[src/rtl/ile_pkg.sv]
// Shared types and codes for the indexed list engine.
`timescale 1ns / 1ps

package ile_pkg;

   // Operation codes carried by a request
   typedef enum logic [2:0] {
      FUNC_APPEND = 3'd0,
      FUNC_UPDATE = 3'd1,
      FUNC_REMOVE = 3'd2,
      FUNC_INSERT = 3'd3,
      FUNC_GET    = 3'd4,
      FUNC_POP    = 3'd5,
      FUNC_CLEAR  = 3'd6
   } func_type;

   // Status codes returned with each result
   typedef enum logic [1:0] {
      STATUS_OK    = 2'd0,
      STATUS_RANGE = 2'd1,
      STATUS_FULL  = 2'd2,
      STATUS_EMPTY = 2'd3
   } status_type;

   // Per-cycle command broadcast to every entry cell
   typedef struct packed {
      logic shift_up;    // cells above the position take their lower neighbor
      logic shift_down;  // cells at or above the position take their upper neighbor
      logic write_en;    // the cell at the position takes the request value
   } ctrl_type;

endpackage

[src/rtl/ile_cell.sv]
// One entry cell of the list chain: holds a word and moves it with its neighbors.
`timescale 1ns / 1ps

module ile_cell #(
   parameter int ELEMENT_WIDTH = 32,
   parameter int POS_WIDTH     = 4,
   parameter int CELL_INDEX    = 0
) (
   input  logic                     clock,
   input  ile_pkg::ctrl_type        ctrl,
   input  logic [POS_WIDTH-1:0]     pos,
   input  logic [ELEMENT_WIDTH-1:0] value,
   input  logic [ELEMENT_WIDTH-1:0] lower_q,
   input  logic [ELEMENT_WIDTH-1:0] upper_q,
   output logic [ELEMENT_WIDTH-1:0] entry_q
);
   import ile_pkg::*;

   localparam logic [POS_WIDTH-1:0] MyPos = POS_WIDTH'(CELL_INDEX);

   logic [ELEMENT_WIDTH-1:0] entry_ff;
   logic [ELEMENT_WIDTH-1:0] entry_in;

   // Pick the next word: own value, a neighbor, or the request value
   always_comb begin
      entry_in = entry_ff;
      if (ctrl.write_en && (MyPos == pos)) begin
         entry_in = value;
      end else if (ctrl.shift_up && (MyPos > pos)) begin
         entry_in = lower_q;
      end else if (ctrl.shift_down && (MyPos >= pos)) begin
         entry_in = upper_q;
      end
   end

   // Hold the entry word
   always_ff @(posedge clock) begin
      entry_ff <= entry_in;
   end

   assign entry_q = entry_ff;

endmodule

[src/rtl/indexed_list_engine.sv]
// Top level of the indexed list engine: control, fill count and the cell chain.
`timescale 1ns / 1ps

// Dense ordered list of up to DEPTH words with append, update, remove, insert,
// get, pop and clear. A request is taken whenever start is high; busy is always
// low, so a new request may be issued every cycle. Each request produces exactly
// one result, shown with rsp_valid for one cycle, in the cycle after the request
// was taken. The receiver cannot stall; capture the result in the cycle it is
// strobed. All entries live in a chain of cells that shift together in the same
// cycle, so inserts and removes are handled like any other request. The data
// port carries the low 32 bits of an element.

module indexed_list_engine #(
   parameter int DEPTH         = 16,
   parameter int ELEMENT_WIDTH = 32
) (
   input  logic        clock,
   input  logic        reset,
   input  logic        start,
   output logic        busy,
   input  logic [2:0]  req_func,
   input  logic [3:0]  req_index,
   input  logic [31:0] req_value,
   output logic        rsp_valid,
   output logic [1:0]  rsp_status,
   output logic [31:0] rsp_data,
   output logic [4:0]  rsp_count
);
   import ile_pkg::*;

   localparam int FillWidth = $clog2(DEPTH + 1);
   localparam int PosWidth  = (DEPTH > 1) ? $clog2(DEPTH) : 1;
   localparam int CmpWidth  = (FillWidth > 4) ? FillWidth : 4;
   localparam logic [FillWidth-1:0] FillMax = FillWidth'(DEPTH);

   logic [FillWidth-1:0] fill_ff;
   logic [FillWidth-1:0] fill_in;

   logic        rsp_valid_ff;
   logic [1:0]  rsp_status_ff;
   logic [1:0]  rsp_status_in;
   logic [31:0] rsp_data_ff;
   logic [31:0] rsp_data_in;
   logic [4:0]  rsp_count_ff;

   logic [CmpWidth-1:0]      idx_c;
   logic [CmpWidth-1:0]      fill_c;
   logic                     full;
   logic                     idx_in_range;
   logic [PosWidth-1:0]      idx_pos;
   logic [PosWidth-1:0]      last_pos;
   logic [PosWidth-1:0]      rd_pos;
   logic [PosWidth-1:0]      cell_pos;
   logic [ELEMENT_WIDTH-1:0] value_e;
   logic [ELEMENT_WIDTH-1:0] rd_word;
   logic                     rd_take;
   ctrl_type                 ctrl;
   func_type                 func;

   logic [ELEMENT_WIDTH-1:0] cell_q [DEPTH];

   assign busy    = 1'b0;
   assign func    = func_type'(req_func);
   assign value_e = ELEMENT_WIDTH'(req_value);

   // Compare index and fill at a common width
   assign idx_c        = CmpWidth'(req_index);
   assign fill_c       = CmpWidth'(fill_ff);
   assign full         = (fill_ff == FillMax);
   assign idx_in_range = (idx_c < fill_c);
   assign idx_pos      = idx_c[PosWidth-1:0];
   assign last_pos     = PosWidth'(fill_ff - FillWidth'(1));

   // Decode the request into a cell command, status and new fill
   always_comb begin
      ctrl          = '0;
      cell_pos      = idx_pos;
      rd_pos        = idx_pos;
      rd_take       = 1'b0;
      fill_in       = fill_ff;
      rsp_status_in = STATUS_OK;
      unique case (func)
         FUNC_APPEND: begin
            cell_pos = PosWidth'(fill_ff);
            if (full) begin
               rsp_status_in = STATUS_FULL;
            end else begin
               ctrl.write_en = 1'b1;
               fill_in       = fill_ff + FillWidth'(1);
            end
         end
         FUNC_UPDATE: begin
            if (!idx_in_range) begin
               rsp_status_in = STATUS_RANGE;
            end else begin
               ctrl.write_en = 1'b1;
            end
         end
         FUNC_REMOVE: begin
            if (!idx_in_range) begin
               rsp_status_in = STATUS_RANGE;
            end else begin
               ctrl.shift_down = 1'b1;
               rd_take         = 1'b1;
               fill_in         = fill_ff - FillWidth'(1);
            end
         end
         FUNC_INSERT: begin
            if (full) begin
               rsp_status_in = STATUS_FULL;
            end else if (idx_c > fill_c) begin
               rsp_status_in = STATUS_RANGE;
            end else begin
               ctrl.shift_up = 1'b1;
               ctrl.write_en = 1'b1;
               fill_in       = fill_ff + FillWidth'(1);
            end
         end
         FUNC_GET: begin
            if (!idx_in_range) begin
               rsp_status_in = STATUS_RANGE;
            end else begin
               rd_take = 1'b1;
            end
         end
         FUNC_POP: begin
            rd_pos = last_pos;
            if (fill_ff == '0) begin
               rsp_status_in = STATUS_EMPTY;
            end else begin
               rd_take = 1'b1;
               fill_in = fill_ff - FillWidth'(1);
            end
         end
         FUNC_CLEAR: begin
            fill_in = '0;
         end
         default: begin
         end
      endcase
      if (!start) begin
         ctrl    = '0;
         fill_in = fill_ff;
      end
   end

   // Select the word that is read or removed
   assign rd_word     = cell_q[rd_pos];
   assign rsp_data_in = rd_take ? 32'(rd_word) : 32'd0;

   // Build the chain of entry cells
   for (genvar g = 0; g < DEPTH; g++) begin : g_cell
      logic [ELEMENT_WIDTH-1:0] lower_w;
      logic [ELEMENT_WIDTH-1:0] upper_w;
      if (g == 0) begin : g_first
         assign lower_w = value_e;
      end else begin : g_mid_lo
         assign lower_w = cell_q[g-1];
      end
      if (g == DEPTH - 1) begin : g_last
         assign upper_w = '0;
      end else begin : g_mid_hi
         assign upper_w = cell_q[g+1];
      end
      ile_cell #(
         .ELEMENT_WIDTH (ELEMENT_WIDTH),
         .POS_WIDTH     (PosWidth),
         .CELL_INDEX    (g)
      ) u_cell (
         .clock   (clock),
         .ctrl    (ctrl),
         .pos     (cell_pos),
         .value   (value_e),
         .lower_q (lower_w),
         .upper_q (upper_w),
         .entry_q (cell_q[g])
      );
   end

   // Advance the fill count and the result strobe
   always_ff @(posedge clock) begin
      if (reset) begin
         fill_ff      <= '0;
         rsp_valid_ff <= 1'b0;
      end else begin
         fill_ff      <= fill_in;
         rsp_valid_ff <= start;
      end
   end

   // Capture the result payload
   always_ff @(posedge clock) begin
      if (start) begin
         rsp_status_ff <= rsp_status_in;
         rsp_data_ff   <= rsp_data_in;
         rsp_count_ff  <= 5'(fill_in);
      end
   end

   assign rsp_valid  = rsp_valid_ff;
   assign rsp_status = rsp_status_ff;
   assign rsp_data   = rsp_data_ff;
   assign rsp_count  = rsp_count_ff;

endmodule

[config.mk]
export PLATFORM = sky130hd
export DESIGN_NAME = indexed_list_engine
export DESIGN_NICKNAME = d
export VERILOG_FILES = /design/src/rtl/ile_pkg.sv /design/src/rtl/ile_cell.sv /design/src/rtl/indexed_list_engine.sv
export SDC_FILE = /design/constraint.sdc
export NUM_CORES = 1
export LEC_CHECK = 0
export BUFFER_PORTS_ARGS = -buffer_cell sky130_fd_sc_hd__buf_2
export CAP_MARGIN = 15
export CELL_PAD_IN_SITES_DETAIL_PLACEMENT = 0
export CELL_PAD_IN_SITES_GLOBAL_PLACEMENT = 1
export CORE_MARGIN = 2
export CORE_UTILIZATION = 29
export DETAILED_ROUTE_END_ITERATION = 16
export PLACE_DENSITY_LB_ADDON = 0.1
export SLEW_MARGIN = 10
export SYNTH_ARGS = -nofsm -noshare
export SYNTH_HDL_FRONTEND = slang
export SYNTH_SLANG_ARGS = --single-unit
[constraint.sdc]
create_clock -name clock -period 5.31 [get_ports clock]
set_clock_uncertainty 0.2 [all_clocks]
set_input_delay 0.531 -clock clock [delete_from_list [all_inputs] [get_ports clock]]
set_output_delay 0.531 -clock clock [all_outputs]
set_load 0.05 [all_outputs]
==> Word-level counts from Yosys, hierarchy flattened <==
Index checks and enable logic that the tools add are counted.
{ "classes": {"addsub": 2, "n_lt_le_gt_ge": 35, "eq_ne": 22, "mux": 76, "n_bitwise": 1, "reduce_logical": 69} }
{ "ops": {"columns": ["op", "n"], "rows": [
  ["$mux 32", 50],
  ["$bmux 32 s4", 1],
  ["$logic_and 1x1->1", 48],
  ["$reduce_bool 3->1", 16],
  ["$eq 4x4->1 const A", 8],
  ["$ge 4x4->1 const A", 8],
  ["$gt 4x4->1 const A", 8],
  ["$mux 5", 6],
  ["$pmux 5 s5", 1],
  ["$eq 3x4->1 const A", 4],
  ["$ge 3x4->1 const A", 4],
  ["$gt 3x4->1 const A", 4],
  ["$eq 3x3->1 const B", 3],
  ["$mux 1", 9],
  ["$eq 2x4->1 const A", 2],
  ["$ge 1x4->1 const A", 2],
  ["$ge 2x4->1 const A", 2],
  ["$gt 1x4->1 const A", 2],
  ["$gt 2x4->1 const A", 2],
  ["$mux 4", 2],
  ["$pmux 2 s4", 1],
  ["$eq 3x2->1 const B", 2],
  ["$mux 2", 3],
  ["$add 5x1->5 const B", 1],
  ["other kinds (16)", 16]
]} }
{ "totals": {"regBits": 557, "output_inout_bits": 41} }

==> Longest topological paths before layout <==
{ "depth": {"word_depth": 9, "ltp_mapped": 11, "depth_no_buf": 8} }

==> Modules after synthesis <==
A second synthesis with hierarchy kept.
{ "unflattened": {"cells_unflattened": 2917, "area_unflattened_um2": 34550.6} }
{ "modules_own_cells": {"columns": ["mod", "instances", "cells_per_inst", "area_each_um2", "seq_area_each_um2"], "rows": [
  ["indexed_list_engine", 1, 748, 6402.4, 1291.2],
  ["ile_cell (g_cell[8].u_cell)", 1, 109, 2018.2, 960.9],
  ["ile_cell (g_cell[1].u_cell)", 1, 193, 1963.1, 960.9],
  ["ile_cell (g_cell[11].u_cell)", 1, 190, 1926.8, 960.9],
  ["ile_cell (g_cell[4].u_cell)", 1, 108, 1891.8, 960.9],
  ["ile_cell (g_cell[14].u_cell)", 1, 195, 1865.5, 960.9],
  ["ile_cell (g_cell[6].u_cell)", 1, 193, 1839.3, 960.9],
  ["ile_cell (g_cell[10].u_cell)", 1, 193, 1831.8, 960.9],
  ["ile_cell (g_cell[2].u_cell)", 1, 108, 1781.7, 960.9],
  ["ile_cell (g_cell[15].u_cell)", 1, 114, 1686.6, 960.9],
  ["ile_cell (g_cell[7].u_cell)", 1, 117, 1684.1, 960.9],
  ["ile_cell (g_cell[12].u_cell)", 1, 114, 1652.8, 960.9],
  ["ile_cell (g_cell[3].u_cell)", 1, 116, 1651.6, 960.9],
  ["ile_cell (g_cell[9].u_cell)", 1, 116, 1627.8, 960.9],
  ["3 more rows", null, null, null, null]
]} }

==> Worst setup path after synthesis <==
OpenSTA, ideal clock, no wires.
{ "synth_path": {"path_kind": "reg-to-reg", "from": "reg fill_ff[1] (netlist: fill_c[1])", "to": "reg g_cell[8].u_cell.entry_ff[0], enable pin", "setup_ns": 0.466, "t_arrival_ns": 4.227, "setup_slack_ns": 0.417, "stages_incl_launch_ff": 9, "synth_period_minus_slack_ns": 4.893, "path_cell_list": "dfxtp_1 > inv_1 > ha_1 > nor2b_1 > o21ai_1 > nand3_1 > nor2_1 > a21oi_1 > o21ai_0"} }
{ "synth_between": {"elab_chain_cells": 7, "word_cells_on_any_way": 19, "cone_classes": "4 x order compare; 2 x eq/ne; 9 x mux; 4 x reduce/logical"} }
{ "synth_lines": {"columns": ["item", "line_no", "text"], "rows": [
  ["from (decl)", "indexed_list_engine.sv:36", "logic [FillWidth-1:0] fill_ff;"],
  ["from (signal assigned)", "indexed_list_engine.sv:186", "fill_ff <= fill_in;"],
  ["$gt 4x5->1", "indexed_list_engine.sv:111", "end else if (idx_c > fill_c) begin"],
  ["$mux 1", "indexed_list_engine.sv:111", null],
  ["$mux 1", "indexed_list_engine.sv:109", "if (full) begin"],
  ["$pmux 1 s3 or $mux 1 (tied branches)", "indexed_list_engine.sv:82", "unique case (func)"],
  ["$mux 3", "indexed_list_engine.sv:141", "if (!start) begin"],
  ["$logic_and 1x1->1, on equally long branches", "ile_cell.sv:27, ile_cell.sv:29", null],
  ["$reduce_bool 3->1 (no source line) *", null, null],
  ["to (signal assigned)", "ile_cell.sv:38", "entry_ff <= entry_in;"],
  ["to (decl)", "ile_cell.sv:21", "logic [ELEMENT_WIDTH-1:0] entry_ff;"]
]} }
Every way passes the cells marked *; elsewhere a longest branch is shown, timed or not.
A chain may end at the register's enable or synchronous reset.

==> Worst setup path after layout <==
{ "layout_path": {"from": "reg fill_ff[0] (netlist: fill_c[0])", "to": "reg g_cell[9].u_cell.entry_ff[30], data pin"} }
{ "layout_between": {"elab_chain_cells": 8, "word_cells_on_any_way": 17, "cone_classes": "3 x order compare; 2 x eq/ne; 10 x mux; 2 x reduce/logical"} }
{ "layout_lines": {"columns": ["item", "line_no", "text"], "rows": [
  ["$gt 4x5->1", "indexed_list_engine.sv:111", null],
  ["$mux 1", "indexed_list_engine.sv:111", null],
  ["$mux 1", "indexed_list_engine.sv:109", null],
  ["$mux 1", "indexed_list_engine.sv:82", null],
  ["$mux 3", "indexed_list_engine.sv:141", null],
  ["$logic_and 1x1->1", "ile_cell.sv:29", "end else if (ctrl.shift_up && (MyPos > pos)) begin"],
  ["$mux 32", "ile_cell.sv:29", null],
  ["$mux 32 *", "ile_cell.sv:27", "if (ctrl.write_en && (MyPos == pos)) begin"],
  ["net g_cell[9].u_cell.entry_in[30]", "ile_cell.sv:22", "logic [ELEMENT_WIDTH-1:0] entry_in;"],
  ["to (signal assigned)", "ile_cell.sv:38", null],
  ["to (decl)", "ile_cell.sv:21", null]
]} }
The timed path passes the listed nets; every way through them passes the cells marked *.

==> impl_metrics.csv <==
group,metric,value,unit
outcome,status,"finished clean",
floorplan,die_h,347,um
sta,min_period,4.59,ns
clock_network,cts_tree,"yes",
layout,layout-drive-gt1-share,0.451,
detailed_routing,via_count,23812,
sta,hold_violations,0,
floorplan,core_area,116000,sq um
floorplan,ios,83,
clock_network,clock-root-buffer,"clkbuf_16",
pwr,p_leak,0.0135,uW
run,maxCapViolations,0,
placement,dpl.hpwl,82.6,mm
floorplan,die-area,120000,sq um
setup_path,crit_required,5.49,ns
clock_network,clk_latency,0.65,ns
setup_path,cp_max_fo,20,
sta,finalSetupViolations,0,
clock_network,clockBufferDepth,3,
pwr,p_int,8070,uW
layout,final_net_count,2780,
clock_network,cts_num_sinks,557,
setup_path,crit_slowest_cell,"o22ai_1",
clock_network,h-tree-depth,3,
placement,port-buffer-count,81,
layout,area_growth,14.4,%
grt,grt_start_max_net_pins,114,
detailed_routing,wl,136,mm
detailed_routing,firstDrtPassIters,5,
pwr,combPwrFrac,0.103,
pwr,power_density,281,nW/um^2
grt,track_usage,0.220,
synth,synth.cell_area,34100,sq um
setup_path,crit_end,"g_cell[9].u_cell.entry_q[30]",
clock_network,postCtsSetupRepairBufs,0,
sta,rsz0062_at_grt,"false",
detailed_routing,drt_iter0_markers,2007,
setup_path,crit_path_cell_trace,"inv_1, ha_1, nand4bb_1, o21ai_1, o22ai_1, nand3_4, buf_4, mux2_2",
synth,synth_fp_nets,2748,
setup_path,cp-start-kind,"flip-flop",
layout,multi_input_area,16600,sq um
setup_path,cp_num_cells,8,
detailed_routing,ant_nets,0,
sta,finalSetupTns,0,ns
grt,grt.overflow.total,0,
pwr,switching_share,0.263,
synth,ys_seq_elements,557,
setup_path,worstSetupPathType,"flip-flop to flip-flop",
synth,async_flop_share,0,
clock_network,clk_pin_slew,0.06,ns
pwr,ir_drop,0.202,mV
setup_path,rrSetupSlack,0.72,ns
setup_path,slowest_delay,0.74,ns
floorplan,rows,125,
detailed_routing,wire_per_inst,31.5,um
setup_path,end_kind,"flip-flop",
layout,fillers,11615,
sta,slew_viol_final,0,
detailed_routing,post-route-drc-count,0,
hold_path,hold_path_class,"input port to flip-flop",
pwr,p_seq_frac,0.454,
setup_path,ff2ff_path_depth,8,
setup_path,critPathBufInv,2,
layout,ff_latch_area,16700,sq um
synth,synth.avg_cell_area,12.6,sq um
synth,synth_ff_type,"edfxtp_1",
synth,synth_edf_count,551,
clock_network,cts_buffers,74,
grt,first_global_vias,24087,
synth,yosysUniqueCellTypes,72,
layout,fin_util,0.335,
pwr,power.total,10900,uW
pwr,power_frac_clock,0.444,
floorplan,dieWidth,347,um
grt,grt_pass1_wl,189,mm
floorplan,start_util,0.293,
synth,yosysSeqAreaShare,0.489,
grt,antenna_found_initial,8,
sta,slew_headroom,0.241,
sta,worst_slew_pin_slew,1.14,ns
synth,syn_inst,2700,
setup_path,critPathLaunch,"fill_c[0]",
setup_path,r2r_end,"g_cell[9].u_cell.entry_q[30]",
pwr,p_switching,2870,uW
detailed_routing,avgViaCountPerCell,5.53,
setup_path,cp_top_family,"compound AO/OA/AOI/OAI gates",
synth,yosys_warnings,0,
sta,period_share,0.865,
sta,clock.fmax,218,MHz
setup_path,r2r_start,"fill_c[0]",
setup_path,cp.arrival,4.77,ns
placement,gp_congestion,0.826,
-- cell usage in the layout, fill, tap and decap left out, types with 31 or more instances in the layout --
master,Yosys,final
mux2_2,878,877
buf_2,68,80
a31oi_1,36,34
nor4_1,31,31
nand2_1,345,338
buf_4,7,89
clkbuf_16,0,76
a21oi_1,202,202
mux2i_1,73,71
edfxtp_1,551,551
a22o_1,32,32
a221o_1,63,63
-- sequential cells by signal (all words and copies together) (netlist names) --
signal,count
rsp_status,2
fill_c,5
rsp_data,32
rsp_valid,1
g_cell.u_cell.entry_q,512
rsp_count,5
-- cells by family (layout without fill, tap and decap cells) --
group,count (synthesis),in the layout,share of synthesized area
mux,1008,1008,0.334
flops,557,557,0.489
simple gates,490,490,0.0649
compound gates,387,387,0.0752
buf+inv,246,330,0.0334
fa+ha+maj,6,6,0.00220
xor+xnor,5,5,0.00128
other cells,1,2,0.000110
-- per-stage QoR --
stage          hold slack, ns  cell area (sq um)  worst slack (ns)  std cells
3_3_place_gp            0.391              36700             0.763       4179
2_1_floorplan           0.348              34100             0.417       2700
5_1_grt                 0.138              39000             0.504       4308
6_report                0.157              39000             0.719       4309
3_5_place_dp            0.392              36700             0.745       4179
4_1_cts                 0.114              39000             0.773       4308
-- cell type report --
type                       instances  share of cell area
tap                             1524              0.0489
antenna                            1           0.0000642
clock inverter                    37             0.00802
timing repair buffer             190              0.0379
multi-input combinational       1897               0.426
inverter                          12             0.00115
clock buffer                      91              0.0502
sequential                       557               0.427
-- power groups by stage --
| stage | Clock [uW] | Sequential, uW | Combinational [uW] |
|---|---|---|---|
| after floorplan | 0 | 5100 | 613 |
| after global placement | 0 | 5050 | 1120 |
| after detailed placement | 0 | 5050 | 1120 |
| after CTS | 4990 | 4960 | 1130 |
| after global routing | 5160 | 4970 | 1190 |
| final | 4850 | 4960 | 1120 |
-- per-layer routing --
metal  track usage  share of wire
met2         0.338           0.44
met1         0.316           0.47
met3        0.0374          0.060
met4        0.0650          0.027
met5             0        0.00017
-- synth_stat cells (7+ instances only) --
master / number / area [sq um]
edfxtp_1: 551 / 16500
buf_1: 19 / 71.3
o211ai_1: 8 / 60.1
clkbuf_1: 126 / 473
mux2_4: 29 / 435
a22o_1: 32 / 280
mux2_2: 878 / 9890
mux2i_1: 73 / 731
o21ai_0: 12 / 60.1
buf_2: 68 / 340
a31oi_1: 36 / 225
buf_4: 7 / 52.6
a21oi_1: 202 / 1010
nor2_1: 28 / 105
nor3_1: 12 / 60.1
nor4_1: 31 / 194
buf_6: 14 / 158
nand2_1: 345 / 1290
or3_1: 9 / 56.3
a221o_1: 63 / 631
inv_1: 12 / 45.0
nand3_1: 18 / 90.1
mux2_1: 26 / 293
-- timing repair --
item,in CTS,in global routing
endpoints found under the hold margin,6,0
resized for setup,0,0
hold buffers,1,0
setup endpoints to repair,0,0
-- how the worst min path moves through the flow --
stage,start,end,slack (ns),depth (start not counted)
3_3_place_gp,g_cell[14].u_cell.entry_q[27],g_cell[15].u_cell.entry_q[27],0.39,1
6_report,start,rsp_data[5],0.16,1
3_5_place_dp,g_cell[1].u_cell.entry_q[30],g_cell[0].u_cell.entry_q[30],0.39,1
4_1_cts,start,rsp_data[5],0.11,1
5_1_grt,start,rsp_data[5],0.14,1
2_1_floorplan,g_cell[1].u_cell.entry_q[26],g_cell[0].u_cell.entry_q[26],0.35,1
-- worst reg2reg max path, cell delays in order (launching register included) --
cell and delay (ns):
dfxtp_1 0.59, inv_1 0.27, ha_1 0.35, nand4bb_1 0.42, o21ai_1 0.31, o22ai_1 0.74, nand3_4 0.59, buf_4 0.52
mux2_2 0.36
(Power assumes the default switching activity.)
